`src/hw/rtl/jlss_ram.sv`:
```
// Generic single-write, single-read RAM with registered read data.
// No dependencies.
module jlss_ram #(
  parameter int WIDTH = 32,
  parameter int DEPTH = 32
) (
  input  logic                     clk,
  input  logic                     we,
  input  logic [$clog2(DEPTH)-1:0] waddr,
  input  logic [WIDTH-1:0]         wdata,
  input  logic [$clog2(DEPTH)-1:0] raddr,
  output logic [WIDTH-1:0]         rdata
);

  logic [WIDTH-1:0] mem [DEPTH];

  always_ff @(posedge clk) begin
    if (we) begin
      mem[waddr] <= wdata;
    end
    rdata <= mem[raddr];
  end

endmodule

```
`config.mk`:
```
export PLATFORM = sky130hd
export DESIGN_NAME = jlss_ram
export DESIGN_NICKNAME = d
export VERILOG_FILES = /design/src/hw/rtl/jlss_ram.sv
export SDC_FILE = /design/constraint.sdc
export NUM_CORES = 1
export LEC_CHECK = 0
export BUFFER_PORTS_ARGS = -buffer_cell sky130_fd_sc_hd__buf_2
export CORE_MARGIN = 5
export CORE_UTILIZATION = 44
export CTS_BUF_LIST = sky130_fd_sc_hd__clkbuf_2 sky130_fd_sc_hd__clkbuf_4 sky130_fd_sc_hd__clkbuf_8
export DETAILED_ROUTE_END_ITERATION = 6
export SYNTH_ARGS = -nofsm -noshare
export SYNTH_HDL_FRONTEND = slang
export SYNTH_SLANG_ARGS = --single-unit
```
`constraint.sdc`:
```
create_clock -name clk -period 3.7 [get_ports clk]
set_input_delay 0.37 -clock clk [delete_from_list [all_inputs] [get_ports clk]]
set_output_delay 0.37 -clock clk [all_outputs]
set_load 0.01 [all_outputs]
```
==> results.cfg <==
[outcome]
status = finished, final reports clean

[timing]
finalMaxSlewViolations = 0
fmax_mhz = 484
hold_viol_final = 0
worst_slew_pin_slew_ns = 0.978
fin_crit_ns = 2.07
setup_viol = 0
rsz0062_at_grt = false
final.setup.tns_ns = 0
period_share = 0.558
relSlewSlack = 0.345
clock_skew_ns = 0.0408

[cts]
cts_buffer_depth = 3
clkTransAtPathRegs_ns = 0.06
cts_buffers = 167
cts_resized = 0
cts_htree_levels = 4
cts_sinks = 1056
cts_setup_buffers = 0
clkLatencyLatePin_ns = 0.83
tritoncts = yes
cts_root_buf = clkbuf_8
postCtsHoldBufs = 0

[cells_and_area]
nets = 2506
drive_above_1_share = 0.185
fillerInstances = 7407
syn_to_final_growth_pct = 13.6
fin_util = 0.503

[synthesis]
syn_nets = 2304
avgSynthCellArea_um2 = 17.9
synthArstFlopShare = 0
yosysUniqueCellTypes = 25
netlist.area_leader.share = 0.760
yosys-top-cells-count = edfxtp_1, mux2i_1, nand2_1, nand3_1
syn_inst = 2260
synth_edf_count = 1024
synth_top_area_cell = edfxtp_1
ys_ff_latch = 1056
synth.most_common_cell = edfxtp_1
synth_area_mm2 = 0.0405
synth_ff_type = edfxtp_1
yosys_warnings = 0
synth_area_leaders = edfxtp_1, mux2i_1, a22oi_1, dfxtp_1, a22o_1
seq_area_frac_synth = 0.775

[setup_path]
crit_buf_inv = 3
criticalPathCategory = primary input to register
crit_cells = 7
critPathMaxFanout = 45
cp_top_family = buffers and inverters
slowest_stage = a31oi_1
crit_chain = buf_8 > buf_12 > buf_12 > mux2i_1 > a22oi_1 > a31oi_1 > nand3_1
path_common_cell = buf_12
critPathLaunchType = primary input
reg2regPathDepth = 5
crit_required_ns = 4.33
end_kind = register
crit_arrival_ns = 2.69
max_stage_delay_ns = 0.47

[floorplanning]
die_area_mm2 = 0.0982
initial_utilization = 0.442
boundaryPins = 76
die_w_um = 313
fp.coreArea_mm2 = 0.0915
rows = 111
dieHeight_um = 313

[place]
place_congestion = 0.803
place_hpwl_um = 61700
io_buffers = 75

[routing]
wl_per_cell_um = 28.0
vias_per_cell = 5.69
wl_um = 106000
first_pass_iters = 5
drc_errors = 0
num_vias = 21600
drt_iter0_drc = 2169
drtAntennaViolNets = 0

[global_route]
antenna_found_initial = 8
grt_max_degree = 89
grt_pass1_vias = 22000
grt.total_usage = 0.214
grt_pass1_wl_um = 153000
grt_overflow = 0

[worst_hold_path]
whs_path_depth = 1
hp-class = primary input to register

[pwr]
ir_worst_vdd_v = 0.000232
p_leak_nw = 16.1
powerDensity_mw_per_mm2 = 533

[run]
max_cap_viol_count = 0
-- area by class of cell --
| cell class | count | area [µm²] | area share |
|---|---|---|---|
| flip-flops and latches | 1056 | 31400 | 0.682 |
| multi-input cells | 1077 | 8610 | 0.187 |
| clock buffers | 246 | 2980 | 0.0648 |
| well taps | 1186 | 1480 | 0.0323 |
| repair buffers | 160 | 1160 | 0.0252 |
| clock inverters | 63 | 369 | 0.00802 |
| diodes | 4 | 10.0 | 0.000218 |
-- power by group --
part | internal, W | leakage [nW] | total (W) | switching, W
combinational | 0.000412 | 4.86 | 0.00136 | 0.000949
clock | 0.00527 | 1.79 | 0.00980 | 0.00453
sequential | 0.0133 | 9.49 | 0.0134 | 0.0000720
-- cells by family after synthesis --
kind of cell / Yosys count / share of synthesized area
DFF: 1056 / 0.775
buffers and inverters: 127 / 0.0186
and+or+nand+nor: 277 / 0.0310
AOI/OAI and AO/OA: 288 / 0.0485
muxes: 512 / 0.127
-- flip-flops by register name, summed over array words and instances, names as in the netlist --
signal / flops
mem: 1024
rdata: 32
-- path summary, 6_finish.rpt --
| kind | startpoint | end | slack [ns] |
|---|---|---|---|
| setup / recovery | raddr[0] | rdata[11]$_DFF_P_ | 1.63 |
| hold / removal | wdata[5] | mem[30][5]$_DFFE_PP_ | 0.13 |
| setup reg to reg | mem[0][27]$_DFFE_PP_ | rdata[27]$_DFF_P_ | 1.69 |
| hold reg to reg | mem[17][21]$_DFFE_PP_ | rdata[21]$_DFF_P_ | 0.61 |
-- through the flow --
step	area (µm²)	setup slack [ns]	hold WS [ns]	std cells	power, W
after floorplan	40500	0.896	0.469	2260	0.0143
after global placement	42600	0.861	0.577	3479	0.0150
after detailed placement	42600	0.866	0.592	3479	0.0150
after CTS	46000	1.68	0.0420	3788	0.0247
after global routing	46000	1.66	0.0977	3789	0.0254
final	46000	1.63	0.134	3792	0.0245
-- layout by cell type (no fill, tap or decap), types with 2 or more instances in the layout --
| cell type | instances |
|---|---|
| a21oi_1 | 96 |
| a22o_1 | 64 |
| a22oi_1 | 96 |
| a31oi_1 | 32 |
| buf_12 | 11 |
| buf_2 | 74 |
| buf_4 | 74 |
| clkbuf_4 | 65 |
| clkbuf_8 | 181 |
| clkinv_1 | 31 |
| clkinv_2 | 17 |
| clkinvlp_4 | 4 |
| dfxtp_1 | 32 |
| diode_2 | 4 |
| edfxtp_1 | 1024 |
| inv_6 | 4 |
| inv_8 | 5 |
| mux2i_1 | 512 |
| nand2_1 | 97 |
| nand2b_2 | 2 |
| nand3_1 | 98 |
| nand3b_1 | 5 |
| nor2_4 | 33 |
| nor3_1 | 32 |
| or3b_2 | 3 |
-- per-layer routing --
metal  global-route usage  wire length (µm)
met5                    0                 0
met4               0.0570              2380
met3               0.0453              8120
met2                0.335             49200
met1                0.308             46300
Note: power is estimated with default switching activity, not from simulation.
