==> config.mk <==
export PLATFORM = sky130hd
export DESIGN_NAME = jlss_div
export DESIGN_NICKNAME = d
export VERILOG_FILES = /design/src/hw/rtl/jlss_pkg.sv /design/src/hw/rtl/jlss_div.sv
export SDC_FILE = /design/constraint.sdc
export NUM_CORES = 1
export LEC_CHECK = 0
export ABC_AREA = 1
export BUFFER_PORTS_ARGS = -buffer_cell sky130_fd_sc_hd__buf_4
export CORE_MARGIN = 1.5
export CORE_UTILIZATION = 60
export DETAILED_ROUTE_END_ITERATION = 8
export GPL_ROUTABILITY_DRIVEN = 1
export GPL_TIMING_DRIVEN = 0
export PLACE_DENSITY_LB_ADDON = 0.08
export SLEW_MARGIN = 40
export SYNTH_ARGS = -nofsm -noshare
export SYNTH_HDL_FRONTEND = slang
export SYNTH_SLANG_ARGS = --single-unit
==> constraint.sdc <==
create_clock -name clk -period 8.1 [get_ports clk]
set_input_delay 1.62 -clock clk [delete_from_list [all_inputs] [get_ports clk]]
set_output_delay 1.62 -clock clk [all_outputs]
set_load 0.01 [all_outputs]
==> src/hw/rtl/jlss_pkg.sv <==
// Shared constants, request codes and types of the Jacobi solver.
// No dependencies; imported by the top level, jlss_div and jlss_checker.
package jlss_pkg;

  localparam int MAX_UNKNOWNS_DEF  = 32;
  localparam int VALUE_WIDTH_DEF   = 32;
  localparam int FRACTION_BITS_DEF = 16;

  localparam logic [1:0] OP_LOAD_A = 2'd0;
  localparam logic [1:0] OP_LOAD_B = 2'd1;
  localparam logic [1:0] OP_START  = 2'd2;

  localparam logic [1:0] CFG_TOLERANCE = 2'd0;
  localparam logic [1:0] CFG_LIMIT     = 2'd1;
  localparam logic [1:0] CFG_SIZE      = 2'd2;

  localparam logic [30:0] TOLERANCE_RESET = 31'd66;
  localparam logic [11:0] LIMIT_RESET     = 12'd2000;
  localparam logic [5:0]  SIZE_RESET      = 6'd4;

  typedef struct packed {
    logic start;
    logic neg;
  } div_req_t;

endpackage

==> src/hw/rtl/jlss_div.sv <==
// Restoring fixed-point divider, one quotient bit per cycle, saturated result.
// Depends on jlss_pkg (div_req_t).
module jlss_div #(
  parameter int W  = 32,
  parameter int FB = 16
) (
  input  logic                clk,
  input  logic                rst_n,
  input  jlss_pkg::div_req_t  req,
  input  logic [W-1:0]        num_mag,
  input  logic [W-1:0]        den_mag,
  output logic                done,
  output logic signed [W-1:0] quot
);
  import jlss_pkg::*;

  localparam int NB = W + FB;
  localparam int CW = $clog2(NB + 1);
  localparam logic signed [W-1:0] VMAX = {1'b0, {(W-1){1'b1}}};
  localparam logic signed [W-1:0] VMIN = {1'b1, {(W-1){1'b0}}};

  logic          busy_r;
  logic          done_r;
  logic [CW-1:0] cnt_r;
  logic [W-1:0]  rem_r;
  logic [W-1:0]  den_r;
  logic [NB-1:0] num_r;
  logic [NB-1:0] quo_r;
  logic          neg_r;
  logic [W:0]    trial_nxt;
  logic          ge_nxt;
  logic [W-1:0]  rem_nxt;
  logic          ovf_nxt;

  always_comb begin
    trial_nxt = {rem_r, num_r[NB-1]};
    ge_nxt    = trial_nxt >= {1'b0, den_r};
    rem_nxt   = ge_nxt ? W'(trial_nxt - {1'b0, den_r}) : trial_nxt[W-1:0];
    ovf_nxt   = |quo_r[NB-1:W-1];
  end

  always_ff @(posedge clk) begin
    if (!rst_n) begin
      busy_r <= 1'b0;
      done_r <= 1'b0;
    end else begin
      done_r <= 1'b0;
      if (req.start) begin
        busy_r <= 1'b1;
        cnt_r  <= CW'(NB);
        rem_r  <= '0;
        num_r  <= {num_mag, {FB{1'b0}}};
        den_r  <= den_mag;
        neg_r  <= req.neg;
        quo_r  <= '0;
      end else if (busy_r) begin
        rem_r <= rem_nxt;
        num_r <= num_r << 1;
        quo_r <= {quo_r[NB-2:0], ge_nxt};
        cnt_r <= cnt_r - CW'(1);
        if (cnt_r == CW'(1)) begin
          busy_r <= 1'b0;
          done_r <= 1'b1;
        end
      end
    end
  end

  assign done = done_r;
  assign quot = ovf_nxt ? (neg_r ? VMIN : VMAX)
                        : (neg_r ? -signed'(quo_r[W-1:0]) : signed'(quo_r[W-1:0]));

endmodule

==> results of run 1 <==
-- cell families (layout without fill, tap and decap cells) --
kind of cell / Yosys count / in the layout / share of synthesized area (%)
XOR/XNOR: 31 / 31 / 2.72
AO/OA/AOI/OAI: 47 / 47 / 2.56
buffers and inverters: 271 / 405 / 10.5
AND/OR/NAND/NOR: 806 / 806 / 33.8
flip-flops: 153 / 153 / 45.9
adder cells (fa/ha/maj): 36 / 36 / 4.59
-- area by class of cell --
class | instances | area share, %
Clock buffer | 18 | 3.68
Sequential cell | 153 | 39.2
Tap cell | 216 | 2.32
Inverter | 239 | 7.73
Buffer | 32 | 1.27
Timing Repair Buffer | 102 | 6.89
Multi-Input combinational cell | 920 | 37.4
Clock inverter | 14 | 1.52
-- cells in the mapped netlist (2+ instances only) --
cell type	n	area, um2
sky130_fd_sc_hd__nand2_1	476	1790
sky130_fd_sc_hd__inv_1	234	878
sky130_fd_sc_hd__nor2_1	192	721
sky130_fd_sc_hd__edfxtp_1	151	4530
sky130_fd_sc_hd__nand3_1	58	290
sky130_fd_sc_hd__ha_1	35	438
sky130_fd_sc_hd__xor2_1	30	263
sky130_fd_sc_hd__nand3b_1	25	188
sky130_fd_sc_hd__a21oi_1	23	115
sky130_fd_sc_hd__clkbuf_1	17	63.8
sky130_fd_sc_hd__o21ai_0	15	75.1
sky130_fd_sc_hd__nand4_1	12	75.1
sky130_fd_sc_hd__nor3_1	12	60.1
sky130_fd_sc_hd__and2_1	10	62.6
sky130_fd_sc_hd__buf_2	7	35.0
sky130_fd_sc_hd__nor2_2	6	37.5
sky130_fd_sc_hd__buf_1	5	18.8
sky130_fd_sc_hd__nand2_2	4	25.0
sky130_fd_sc_hd__inv_2	3	11.3
sky130_fd_sc_hd__or2_2	3	18.8
sky130_fd_sc_hd__buf_6	2	22.5
sky130_fd_sc_hd__dfxtp_1	2	40.0
sky130_fd_sc_hd__o211ai_1	2	15.0
sky130_fd_sc_hd__o21ai_1	2	10.0
-- stage by stage --
step	util [%]	setup slack (ps)	total power [mW]	cells	hold WS, ps
2_1_floorplan	-	3160	1.49	1344	436
3_3_place_gp	68.4	1890	1.67	1659	448
3_5_place_dp	68.9	4310	1.68	1662	497
4_1_cts	72.7	3830	2.49	1694	519
5_1_grt	72.7	3530	2.62	1694	532
6_report	72.7	3810	2.49	1694	512
-- power groups by stage --
stage          clock network [mW]  logic [mW]  registers [mW]
5_1_grt                     0.855       0.756            1.01
4_1_cts                     0.822       0.666            1.00
3_5_place_dp                    0       0.659            1.02
2_1_floorplan                   0       0.475            1.01
6_report                    0.820       0.668            1.00
3_3_place_gp                    0       0.642            1.03
-- flip-flops by register name (all words and copies together) (netlist names) --
register / flops
neg_r: 1
done: 1
den_r: 32
rem_r: 32
busy_r: 1
quo_r: 48
cnt_r: 6
num_r: 32
-- final timing paths --
| check | slack, ps | from | endpoint |
|---|---|---|---|
| worst min register to register | 510 | num_r[43] | num_r[44] |
| worst max-delay path | 3810 | quo_r[1] | quot[24] |
| worst max register to register | 5590 | rem_r[26] | rem_r[24] |
| worst min-delay path | 510 | num_r[43] | num_r[44] |
-- layer usage --
layer,routed length (um),GRT usage [%],part of all wire (%),vias to the layer above
li1,-,-,-,4422
met1,10100,34.5,42,3864
met2,12200,51.3,50,250
met3,1260,4.92,5.2,56
met4,719,11.9,3.0,0
met5,0,0,0,-
-- critical path, stage by stage (launching register included) --
cell,delay [ps]
sky130_fd_sc_hd__edfxtp_1,350
sky130_fd_sc_hd__inv_1,150
sky130_fd_sc_hd__ha_1,190
sky130_fd_sc_hd__inv_1,50
sky130_fd_sc_hd__nor3_1,190
sky130_fd_sc_hd__nand3_1,160
sky130_fd_sc_hd__nor2_2,240
sky130_fd_sc_hd__nand4_1,260
sky130_fd_sc_hd__nor2_1,240
sky130_fd_sc_hd__nand2_1,100
sky130_fd_sc_hd__nand3b_1,100
sky130_fd_sc_hd__nand2_1,70
sky130_fd_sc_hd__buf_4,140
==> run summary, run 1 <==
The power density of the placed cells is 214 mW/mm2. The setup path with the least slack is of type reg -> out. After the last flow step, the layout net total stands at 1569.

Counting flops and latches in the post-synthesis netlist gives 153. The post-detailed-placement half-perimeter wirelength came out at 18.0 mm. The flow ran to the end, and the final reports show no timing, DRC or antenna violations. After clock tree synthesis, the clock-pin slew on the worst setup and hold paths is 70 ps.

The count of antenna diodes in the layout is 0, and the overall die width is 132 um. In this run the number of H-tree levels came out at 4. The floorplan step set the die height to 132 um. For this block, the routed nets add up to 24.3 mm of wire. For this block, the initial DRC count from the detailed router was 607. Reported leakage power: 5.86 nW. After detailed routing, the average wire length per cell comes to 14.4 um. The number of antenna violations at the first check in global routing was 0. At the worst endpoint, the required time is 6480 ps. The detail route stage leaves a number of antenna-violating nets equal to 0.

The placeable core region was 0.0161 mm2. For the setup clock skew after layout, the log shows 9.75 ps. Registers are responsible for 40.3% of the overall power. The most common library cell in the layout ignoring fill and taps was sky130_fd_sc_hd__nand2_1. The number of cells on the worst reg-to-reg path was 13.

TritonCTS built the clock tree. After floorplanning, the core was divided into 46 placement rows. The number of hold buffers added after CTS was 0. In this run, synthesis inferred 151 flip-flops with an integrated enable. Setup repair after global routing left no endpoint under its margin.

The sequential cell area is 0.00457 mm2. In this run the cell area of the synthesized design comes to 0.00998 mm2. After detailed routing, the number of remaining DRC violations is 0.

Time the final worst path needs with I/O delays and setup: 4290 ps. The hold-critical path depth was 2. The post-route netlist has 11.6% of its cells at a drive strength greater than 1. The via count of the first global-routing pass is 8526, and the footprint of the multi-input gates is 0.00436 mm2. The maximum number of pins on one net before global-route repair is 35, and the number of distinct library cell variants in the gate-level netlist after synthesis is 42.

The number of endpoints with negative hold slack in the final report is 0. The total overflow left after global routing is 0. The synthesis warning total was 0. Across all layers, the routed design uses 8592 vias. STA classifies the critical path startpoint as a flip-flop. For the pin with the worst max-slew slack, the measured transition is 707 ps.

Counting every net in the synthesized netlist gives 1448. The path class of the lowest-slack min-delay path was reg -> reg. The tool flagged a number of max-cap violations equal to 0.

STA classifies the critical path endpoint as an output port. The share of power burned in combinational logic is 26.8%. The share of the clock period used by the worst path works out to 53.0%. Buffers inserted during clock tree synthesis total 17. Buffers added to address setup during post-CTS repair amount to 0. The first global-routing pass estimated 39.8 mm of wire.

No sink is reached through more buffers than the 2 on the longest clock path. Setup violations remaining at the end of the flow were counted as 0. The average instance area after synthesis is 7.42 um2.

For this run, the leading register cell type out of synthesis is sky130_fd_sc_hd__edfxtp_1. The worst-case IR drop observed on VDD is 170 uV. The tools report the cell chosen for the clock root as sky130_fd_sc_hd__clkbuf_16. Sequential elements use 45.9% of the synthesized area. The run gives 430 ps as the worst-skew pair later-pin latency. The maximum clock frequency was 233 MHz.

For this run, the total global-route usage over all layers was measured as 28.8%. The number of sinks handled by clock tree synthesis is 153. The sum of negative setup slack was 0 ps; the switching portion of total power was 33.7%. The final-report max-slew violation count was 0; the total internal power was 1.65 mW. The die covers 0.0174 mm2. In the layout the commonest cells are sky130_fd_sc_hd__nand2_1 (475), sky130_fd_sc_hd__inv_1 (233), sky130_fd_sc_hd__nor2_1 (192), sky130_fd_sc_hd__edfxtp_1 (151), sky130_fd_sc_hd__buf_4 (100).

The area growth from synthesis to layout is 16.9%. The number of resized instances in the post-cts repair step is 0. The total placed instance area came out at 0.0111 mm2.

In this run the tightest slew margin relative to its limit is 52.9%. Buffers placed on the I/O ports in this run total 99. The reported net switching power is 840 uW. Counting every instance in the synthesized netlist gives 1344. At the worst endpoint, the arrival time is 2670 ps. The logs give 62.1% for the initial core utilization and 5 for the length of the first detailed-routing pass in iterations.

The congestion estimate from routability-driven global placement came to 0.954. Along the worst path, the maximum fanout reaches 5. Pin placement for this block handled 101 I/O pins.

The filler cells instantiated in the layout total 1274. Summing all non-filler instances in the final layout gives an area of 0.0117 mm2. The clock network burns 32.9% of the power. Fraction of synthesis flops using an asynchronous set or reset pin: 0%. Using the TritonRoute via totals, the vias-per-cell ratio works out to 5.07.
Note: power is estimated with default switching activity, not from simulation.
==> run 2, diff against run 1 <==
Settings changed: CORE_UTILIZATION 60 to 54.
Clock period 8.1 ns to 3.85 ns, I/O delays scaled along.
==> run summary, run 2 (synthesis results as in run 1) <==
Share of the clock period used by the worst path: 87.3%. Initial core utilization: 55.3% (-6.8 points). The logs give 5.85 nW (-0.20%) for the reported leakage power and 1567 (-0.13%) for the final layout net count.

The count of H-tree levels built during CTS was 4 (unchanged). The tools report the largest vdd supply drop as 351 uV (+110%). The buffers inserted during post-CTS setup optimization came out at 0 (unchanged). Counting flops per register, the top entry is quo_r. The power after layout was 5.24 mW (+110%). The hold buffer count at cts is 0 (unchanged). The run gives 0.0193 mm2 (+11%) as the overall die area. The number of port buffers came out at 99 (unchanged).

Number of vias in the routed layout: 8548 (-0.51%). STA classifies the critical path endpoint as an output port. The arrival time reported for the critical path endpoint is 2590 ps (-80 ps), and the post-detailed-placement half-perimeter wirelength is 18.2 mm (+1.1%).

The run gives 1632 (+28%) as the number of fill cells. The relative slew slack is 52.7% (-0.20 points). The worst setup path is of the reg -> out kind. The number of antenna violations at the first check in global routing was 0 (unchanged); the overall global routing resource usage was 26.4% (-2.4 points). The power density of the placed cells is 450 mW/mm2 (+110%), and the relative area change from synthesis to final layout is 16.8%.

The worst setup slack after layout is 488 ps (-3320 ps). The maximum number of pins on one net before global-route repair came out at 61 (+74%). The reported max-cap violation count is 0 (unchanged), and the CTS clock-pin slew for the worst setup and hold paths is 70 ps (about the same). The library cells used most frequently in the layout, excluding fill and tap cells, are sky130_fd_sc_hd__nand2_1 (475), sky130_fd_sc_hd__inv_1 (233), sky130_fd_sc_hd__nor2_1 (192), sky130_fd_sc_hd__edfxtp_1 (151), sky130_fd_sc_hd__buf_4 (100).

The setup clock skew after layout is 12.2 ps (+2.45 ps). The tree is rooted in a sky130_fd_sc_hd__clkbuf_16. The maximum clock insertion buffer count came out at 2 (unchanged). For the length of the first detailed-routing pass in iterations, the log shows 6 (+1). The aggregate global routing overflow was 0 (unchanged). The tools report the number of DRC violations after detailed routing as 0 (unchanged). The post-placement setup slack is 977 ps (-3340 ps).

The tools report the final standard cell utilization of the core as 64.6% (-8.0 points). For the number of sinks handled by clock tree synthesis, the log shows 153 (unchanged). In this run the top signal layer used is met4. The tools report the final-report max-slew violation count as 0 (unchanged). The worst setup path is launched from a flip-flop.

The weighted congestion at the end of routability-driven global placement is 0.966 (+1.3%), and the maximum clock frequency is 297 MHz. The post-route antenna net violation count is 0 (unchanged), and the highest fanout seen on the critical path is 5 (unchanged). For the number of endpoints with negative hold slack in the final report, the log shows 0 (unchanged).

The detailed-route wire length on metal 1 was 10.7 mm (+5.5%). Critical path required time: 3080 ps (-3400 ps). The library cell used most frequently in the layout, excluding fill and tap cells, is sky130_fd_sc_hd__nand2_1. The count of standard-cell rows was 49 (+6.5%). TritonCTS built the clock tree. The total clock buffers created by CTS was 17 (unchanged); the sum of met3 wire segment lengths after detailed routing was 1.00 mm (-20%). The proportion of layout cells with a drive suffix above 1 is 11.4% (-0.12 points). Setup repair after global routing left no endpoint under its margin. The logs give 0.0111 mm2 (about the same) for the total placed instance area and 516 (-15%) for the violation count after the first detailed-route iteration. The run gives 430 ps (about the same) as the worst-skew pair later-pin latency.

The overall die width works out to 139 um (+5.3%). The run gives 101 (unchanged) as the number of I/O pins. The met2 layer wire length in the routed design was 12.1 mm (-1.1%); the placeable core region was 0.0180 mm2 (+12%). The final design instance area without fill was 0.0117 mm2 (-0.12%). The path class of the lowest-slack min-delay path is in -> reg. The flip-flop count of the largest register, all copies and words added was 48 (unchanged).

The total wirelength of the detailed-routed design is 24.5 mm (+0.65%). The transition time at the pin with the least slew margin was 710 ps (+3.07 ps). The die outline height works out to 139 um (+5.3%). For the global-route wire length before repair, the log shows 40.5 mm (+1.6%).

The logs give 0 ps (unchanged) for the sum of negative setup slack and 8393 (-1.6%) for the via count of the first global-routing pass. Detailed-route wire length per cell: 14.4 um (about the same). After layout, the minimum clock period comes to 3360 ps. The number of resized instances in the post-cts repair step was 0 (unchanged). The flow ran to the end, and the final reports show no timing, DRC or antenna violations. The detail-routed via count per cell is 5.01 (-1.2%), and the number of endpoints failing setup at the final stage is 0 (unchanged). For the count of antenna diodes in the layout, the log shows 0 (unchanged).
==> run 2: final timing paths <==
kind	end	startpoint	depth (start not counted)	slack, ps
worst max-delay path	quot[30]	quo_r[1]	13	490
worst min-delay path	den_r[27]	den_mag[27]	1	510
worst max register to register	rem_r[17]	rem_r[26]	13	1270
worst min register to register	num_r[21]	num_r[20]	2	520
==> run 2: worst max-delay path: stages (launching register included) <==
cell and delay, ps:
sky130_fd_sc_hd__edfxtp_1 370, sky130_fd_sc_hd__inv_1 120, sky130_fd_sc_hd__ha_1 160, sky130_fd_sc_hd__inv_1 50, sky130_fd_sc_hd__nor3_1 220, sky130_fd_sc_hd__nand3_1 160
sky130_fd_sc_hd__nor2_2 210, sky130_fd_sc_hd__nand4_1 230, sky130_fd_sc_hd__nor2_1 220, sky130_fd_sc_hd__nand2_1 100, sky130_fd_sc_hd__nand2_1 70, sky130_fd_sc_hd__nand2_1 50
sky130_fd_sc_hd__nand2_1 80, sky130_fd_sc_hd__buf_4 130
==> run 2: metal layers <==
layer	vias to the layer above	track usage, %
met3	46	3.83
met1	3869	33.0
li1	4411	-
met4	0	9.48
met2	222	46.5
met5	-	0
==> run 2: where the power goes <==
part	internal [mW]	total (mW)	switching [mW]
registers	2.04	2.11	0.0744
logic	0.497	1.39	0.897
clock network	0.937	1.74	0.800
total	3.47	5.24	1.77
==> run 2: through the flow <==
| stage | std cells | hold slack, ps |
|---|---|---|
| after CTS | 1705 | 499 |
| after floorplan | 1344 | 455 |
| final | 1705 | 510 |
| after detailed placement | 1673 | 499 |
| after global placement | 1672 | 471 |
| after global routing | 1705 | 500 |
==> run 2: area by class of cell <==
type	instances	area, um2	area share, %
clock buffers	18	429	3.68
repair buffers	100	771	6.61
plain buffers	32	148	1.27
well taps	229	287	2.46
inverters	239	902	7.74
clock inverters	14	171	1.47
multi-input cells	920	4370	37.5
flip-flops and latches	153	4570	39.3
